$ cat src/hdl/rdts_ram.sv
// Generic single-port-write, single-read RAM with a registered read.
// No dependencies.
module rdts_ram #(
  parameter int WIDTH = 8,
  parameter int DEPTH = 16
) (
  input  logic clk,
  input  logic we,
  input  logic [$clog2(DEPTH)-1:0] waddr,
  input  logic [WIDTH-1:0] wdata,
  input  logic [$clog2(DEPTH)-1:0] raddr,
  output logic [WIDTH-1:0] rdata
);
  logic [WIDTH-1:0] mem [DEPTH];

  always_ff @(posedge clk) begin
    if (we) mem[waddr] <= wdata;
    rdata <= mem[raddr];
  end
endmodule

$ cat config.mk
export PLATFORM = sky130hd
export DESIGN_NAME = rdts_ram
export DESIGN_NICKNAME = d
export VERILOG_FILES = /design/src/hdl/rdts_ram.sv
export SDC_FILE = /design/constraint.sdc
export NUM_CORES = 1
export LEC_CHECK = 0
export BUFFER_PORTS_ARGS = -buffer_cell sky130_fd_sc_hd__buf_2
export CAP_MARGIN = 20
export CORE_ASPECT_RATIO = 1.4
export CORE_MARGIN = 1.5
export CORE_UTILIZATION = 55
export DETAILED_ROUTE_END_ITERATION = 10
export PLACE_DENSITY = 0.73
export SYNTH_ARGS = -nofsm -noshare
export SYNTH_HDL_FRONTEND = slang
export SYNTH_SLANG_ARGS = --single-unit
$ cat constraint.sdc
create_clock -name clk -period 2.2 [get_ports clk]
set_clock_uncertainty 0.2 [all_clocks]
set_input_delay 0 -clock clk [delete_from_list [all_inputs] [get_ports clk]]
set_output_delay 0 -clock clk [all_outputs]
set_load 0.05 [all_outputs]
==> flow_metrics.py, run 1 <==
metrics = {
    "synthesis": {
        "synth_cell_type_count": 19,
        "ys_ff_latch": 136,
        "syn_inst": 229,
        "syn-cell-area_um2": 5150,
        "synth_nets": 247,
        "avgSynthCellArea_um2": 22.5,
        "ys_seq_area_share_pct": 77.8,
        "yosysWarnings": 0,
    },
    "sta": {
        "timing.final.crit_share_pct": 81.5,
        "min_period_ps": 1790,
        "slew_headroom_pct": 53.7,
        "fin_setup_tns_ps": 0,
        "worstMarginPinSlew_ps": 693,
        "setup_viol": 0,
        "fmax_mhz": 558,
        "slew_viol_final": 0,
        "hold_viol": 0,
        "rsz0062_at_grt": "false",
    },
    "drt": {
        "finalWirelength_um": 9770,
        "drcViolationCount": 4,
        "vias_per_cell": 6.02,
        "drt_iter0_drc": 221,
        "via_count": 2504,
        "wl_per_cell_um": 23.5,
        "dr.pass1.iters": 7,
        "ant_nets": 0,
    },
    "hold_path": {
        "hp-class": "in -> reg",
    },
    "worst_setup_path": {
        "endpoint": "rdata[4]",
        "end_kind": "flip-flop",
        "r2r_slack_ps": 590,
        "crit_fanout": 7,
        "critPathLaunchType": "input port",
        "critPathArrivalTime_ps": 1940,
        "cp.required_ps": 2350,
        "crit_path_start": "raddr[2]",
        "r2r_start": "mem[0][3]",
        "worstSetupPathType": "in -> reg",
        "regToRegEndpoint": "rdata[3]",
        "r2r_cells": 3,
    },
    "finish": {
        "syn2layout_area_growth_pct": 21.4,
        "layout-drive-gt1-share_pct": 29.8,
        "mostFrequentLayoutCells": "128 x edfxtp_1, 25 x buf_2, 18 x mux4_2",
        "fill_cells": 544,
        "finalInstanceArea_um2": 6250,
        "antenna_cells": 0,
        "finalNetCount": 314,
        "layout_commonest_cell": "edfxtp_1",
    },
    "clock_tree": {
        "clk_path_buf_depth": 2,
        "htreeDepth": 4,
        "postCtsSetupBuffers": 0,
        "cts_tree": "yes",
        "cts_made_buffers": 17,
        "clk_pin_slew_worst_paths_ps": 50,
        "clock-root-buffer": "clkbuf_16",
        "clkSinkCount": 136,
        "clk_latency_ps": 410,
    },
    "global_routing": {
        "grt_max_degree": 33,
        "grt_first_pass_wirelength_um": 14800,
        "antenna_found_initial": 0,
        "grt_use_total_pct": 21.5,
        "grt.overflow.total": 0,
        "grt_pass1_vias": 2662,
    },
    "floorplan": {
        "start_util_pct": 56.7,
        "num_io_pins": 26,
        "row_count": 41,
        "core_um2": 9080,
        "dieArea_um2": 9960,
        "fp.dieW_um": 84.8,
        "fp.dieH_um": 117,
    },
    "placed_design": {
        "hpwl_um": 6050,
        "port_buffers": 25,
        "place_congestion": 0.745,
        "placed_cell_area_um2": 5490,
    },
    "power_and_ir_drop": {
        "swShare_pct": 19.1,
        "p_sw_uw": 1180,
        "power.leakage_uw": 0.00218,
        "pwr-share-seq_pct": 47.1,
        "clkPwrFrac_pct": 47.3,
        "power_density_nw_per_um2": 990,
        "combPwrFrac_pct": 5.6,
        "peakVddDrop_uv": 701,
        "p_int_uw": 5010,
        "power_uw": 6190,
    },
    "outcome": {
        "violations": "DRC",
        "status": "finished, violations left",
    },
    "job": {
        "drv_cap": 0,
    },
}
-- layer usage --
metal	vias up	global-route usage [%]	wire, um
li1	1104	-	-
met4	0	9.63	178
met1	1296	25.7	3840
met2	94	35.9	5290
met3	10	6.31	463
met5	-	0	0
-- critical path: stages --
cell and delay [ps]:
dlygate4sd3_1 530, buf_2 150, nor2_1 400, dlygate4sd3_1 670, a22oi_1 100, nand2_1 80
-- registers in the layout, summed over array words and instances (netlist names) --
name / count
mem: 128
rdata: 8
-- power groups by stage --
stage | Clock (uW) | Combinational [uW] | Sequential (uW)
3_3_place_gp | 0 | 319 | 2970
5_1_grt | 3070 | 366 | 2920
3_5_place_dp | 0 | 328 | 2970
4_1_cts | 2970 | 349 | 2920
6_report | 2930 | 344 | 2920
2_1_floorplan | 0 | 147 | 3020
-- worst min-delay path by stage --
stage	depth (start not counted)	startpoint	to
3_3_place_gp	1	wdata[2]	mem[4][2]
6_report	4	waddr[2]	mem[3][1]
5_1_grt	4	waddr[2]	mem[3][1]
3_5_place_dp	1	wdata[2]	mem[9][2]
2_1_floorplan	0	wdata[0]	mem[0][0]
4_1_cts	4	waddr[2]	mem[3][1]
-- synth_stat cells (all sizes together) --
library cell | instances | area, um2
a22oi | 16 | 120
and2 | 1 | 6.26
and2b | 1 | 7.51
buf | 7 | 56.3
clkdlybuf4s25 | 3 | 30.0
dfxtp | 8 | 160
edfxtp | 128 | 3840
mux4 | 32 | 773
nand2 | 9 | 33.8
nand2b | 2 | 12.5
nand3 | 1 | 5.00
nand3b | 2 | 15.0
nor2 | 13 | 48.8
nor2b | 1 | 6.26
nor3 | 4 | 20.0
or3b | 1 | 8.76
-- final cells by class --
class                           instances  area, um2  share of cell area [%]
Clock buffer                           23        478                    7.65
Clock inverter                          9        145                    2.32
Multi-Input combinational cell         83       1060                    16.9
Sequential cell                       136       4000                    64.1
Tap cell                              107        134                    2.14
Timing Repair Buffer                   58        433                    6.93
-- metrics by stage --
step	util [%]	hold WS (ps)	instances	setup WS, ps
global route	68.8	57.8	416	383
global placement	60.4	183	370	536
detailed placement	60.4	204	370	510
CTS	68.8	28.0	416	428
floorplan	-	-101	229	507
finish	68.8	37.6	416	408
-- cell families after synthesis --
group	count (synthesis)	share of synthesized area, %
AOI/OAI and AO/OA	16	2.33
DFF	136	77.8
and+or+nand+nor	35	3.18
buffers and inverters	10	1.68
muxes	32	15.0
-- timing repair --
action | 4_1_cts | 5_1_grt
resized for setup | 0 | 0
endpoints found under the hold margin | 163 | 0
hold buffers | 14 | 0
Power figures use the tool's default switching activity.
==> run 2: changes to the inputs <==
- CORE_UTILIZATION: 55 -> 54
- PLACE_DENSITY: 0.73 -> 0.74
- clock period: 2.2 -> 1.59 ns (I/O delays scaled with it)
==> run 2 against run 1 <==
  * The flow still finishes with violations (DRC)
  * Largest power group unchanged
  * First-iteration DRC count up 41%
  * Die area up 1.8%
  * Register-to-register slack worse by 560 ps
  * Critical path depth unchanged
  * Worst hold slack about the same
==> flow_metrics.py, run 2 (same netlist as run 1, synthesis figures left out) <==
metrics = {
    "outcome": {
        "status": "finished, violations left",
        "violations": "DRC",
    },
    "finish": {
        "layout_commonest_cell": "edfxtp_1",
        "largest_reg_flops": 128,
        "finalNetCount": 319,
        "top_regs": "mem: 128 flops, rdata: 8 flops",
        "finalInstanceArea_um2": 6340,
        "layout-drive-gt1-share_pct": 33.1,
        "mostFrequentLayoutCells": "128 x edfxtp_1, 25 x buf_2, 23 x buf_4",
        "stdcell_count": 424,
        "regMostFlops": "mem",
        "syn2layout_area_growth_pct": 23.1,
        "fill_cells": 576,
        "antenna_cells": 0,
    },
    "sta": {
        "slew_headroom_pct": 67.4,
        "timing.final.crit_share_pct": 97.8,
        "min_period_ps": 1560,
        "fmax_mhz": 643,
        "fin_setup_tns_ps": 0,
        "hold_viol": 0,
        "worstMarginPinSlew_ps": 489,
        "setup_viol": 0,
        "slew_viol_final": 0,
    },
    "floorplan": {
        "num_io_pins": 26,
        "fp.dieH_um": 119,
        "dieArea_um2": 10100,
        "core_um2": 9350,
        "start_util_pct": 55.0,
        "fp.dieW_um": 85.5,
        "row_count": 42,
    },
    "worst_setup_path": {
        "worstSetupPathType": "in -> reg",
        "crit_family": "buffers and inverters",
        "cp_num_buf_inv": 3,
        "cp.required_ps": 1680,
        "crit_slowest_cell": "dlygate4sd3_1",
        "crit_fanout": 18,
        "cp_cell_sequence": "dlygate4sd3_1, buf_2, buf_12, mux4_2, a22oi_1, nand2_1",
        "critPathMaxStageDelay_ps": 520,
        "critPathLaunchType": "input port",
        "end_kind": "flip-flop",
        "critPathArrivalTime_ps": 1650,
    },
    "drt": {
        "finalWirelength_um": 10500,
        "via_count": 2609,
        "dr.pass1.iters": 8,
        "drcViolationCount": 3,
        "drt_iter0_drc": 311,
        "vias_per_cell": 6.15,
        "ant_nets": 0,
        "wl_per_cell_um": 24.7,
    },
    "hold_path": {
        "hp-class": "in -> reg",
    },
    "global_routing": {
        "antenna_found_initial": 0,
        "grt.overflow.total": 0,
        "grt_use_total_pct": 23.0,
        "grt_max_degree": 23,
        "grt_pass1_vias": 2718,
        "grt_first_pass_wirelength_um": 15900,
    },
    "placed_design": {
        "hpwl_um": 6570,
        "port_buffers": 25,
        "place_congestion": 0.808,
        "dp.cells": 379,
        "placed_cell_area_um2": 5540,
    },
    "clock_tree": {
        "clkSinkCount": 136,
        "cts_made_buffers": 17,
        "clk_path_buf_depth": 2,
        "clock-root-buffer": "clkbuf_16",
        "htreeDepth": 4,
        "clk_latency_ps": 420,
        "clk_pin_slew_worst_paths_ps": 60,
        "cts_tree": "yes",
    },
    "power_and_ir_drop": {
        "peakVddDrop_uv": 1010,
        "power_density_nw_per_um2": 1390,
        "power.leakage_uw": 0.00219,
    },
    "job": {
        "drv_cap": 0,
    },
}
==> run 2: changes by cell type in the layout (fill, tap and decap cells not counted), moves of 2 or more <==
cell	change
buf_4	+6
clkbuf_1	-2
a22oi_1	-3
a22oi_2	+3
clkinv_4	+2
clkbuf_8	-3
inv_6	+2
clkinvlp_4	+5
clkinv_2	-5
==> run 2: report_power, final <==
group / internal [uW] / total [uW] / switching (uW) / leakage, uW
Clock: 2790 / 4260 / 1460 / 0.000299
Combinational: 192 / 492 / 300 / 0.000668
Sequential: 4010 / 4040 / 27.0 / 0.00122
==> run 2: path summary, 6_finish.rpt <==
kind | cells past startpoint | from | slack [ps] | to
setup / recovery | 6 | raddr[1] | 30 | rdata[6]
hold / removal | 4 | waddr[2] | 40 | mem[0][5]
setup reg to reg | 3 | mem[3][4] | 30 | rdata[4]
hold reg to reg | 3 | mem[8][5] | 470 | rdata[5]
==> run 2: final cells by class <==
| type | instances | area, um2 | area share (%) |
|---|---|---|---|
| flip-flops and latches | 136 | 4000 | 63.2 |
| multi-input cells | 83 | 1080 | 17.0 |
| clock inverters | 14 | 223 | 3.51 |
| repair buffers | 63 | 468 | 7.38 |
| clock buffers | 18 | 429 | 6.77 |
| well taps | 110 | 138 | 2.17 |
==> run 2: tightest hold or removal path, delay by kind of cell <==
family	cells	cell delay, ps
buf+inv	2	270
simple gates	2	200
==> run 2: through the flow <==
stage               power [uW]  worst slack, ps  utilization (%)  hold WS (ps)
floorplan                 4390              124                -          -101
global placement          4550             25.0             59.2           167
detailed placement        4570            -14.5             59.2           187
CTS                       8830             23.3             67.7          19.8
global route              9010            -1.18             67.8          56.0
finish                    8780             35.0             67.8          38.0
==> run 2: layer usage <==
layer | global-route usage (%) | vias up | part of all wire [%]
met1 | 29.1 | 1343 | 38
met5 | 0 | - | 0
li1 | - | 1117 | -
met2 | 36.8 | 129 | 53
met4 | 10.4 | 0 | 2.4
met3 | 6.98 | 20 | 6.5
==> run 2: what timing repair did <==
action / CTS / global route
endpoints found under the setup margin: 1 / 2
hold buffers: 13 / 0
buffers inserted: 0 / 0
hold endpoints to repair: 168 / 0
gates resized for setup: 1 / 2
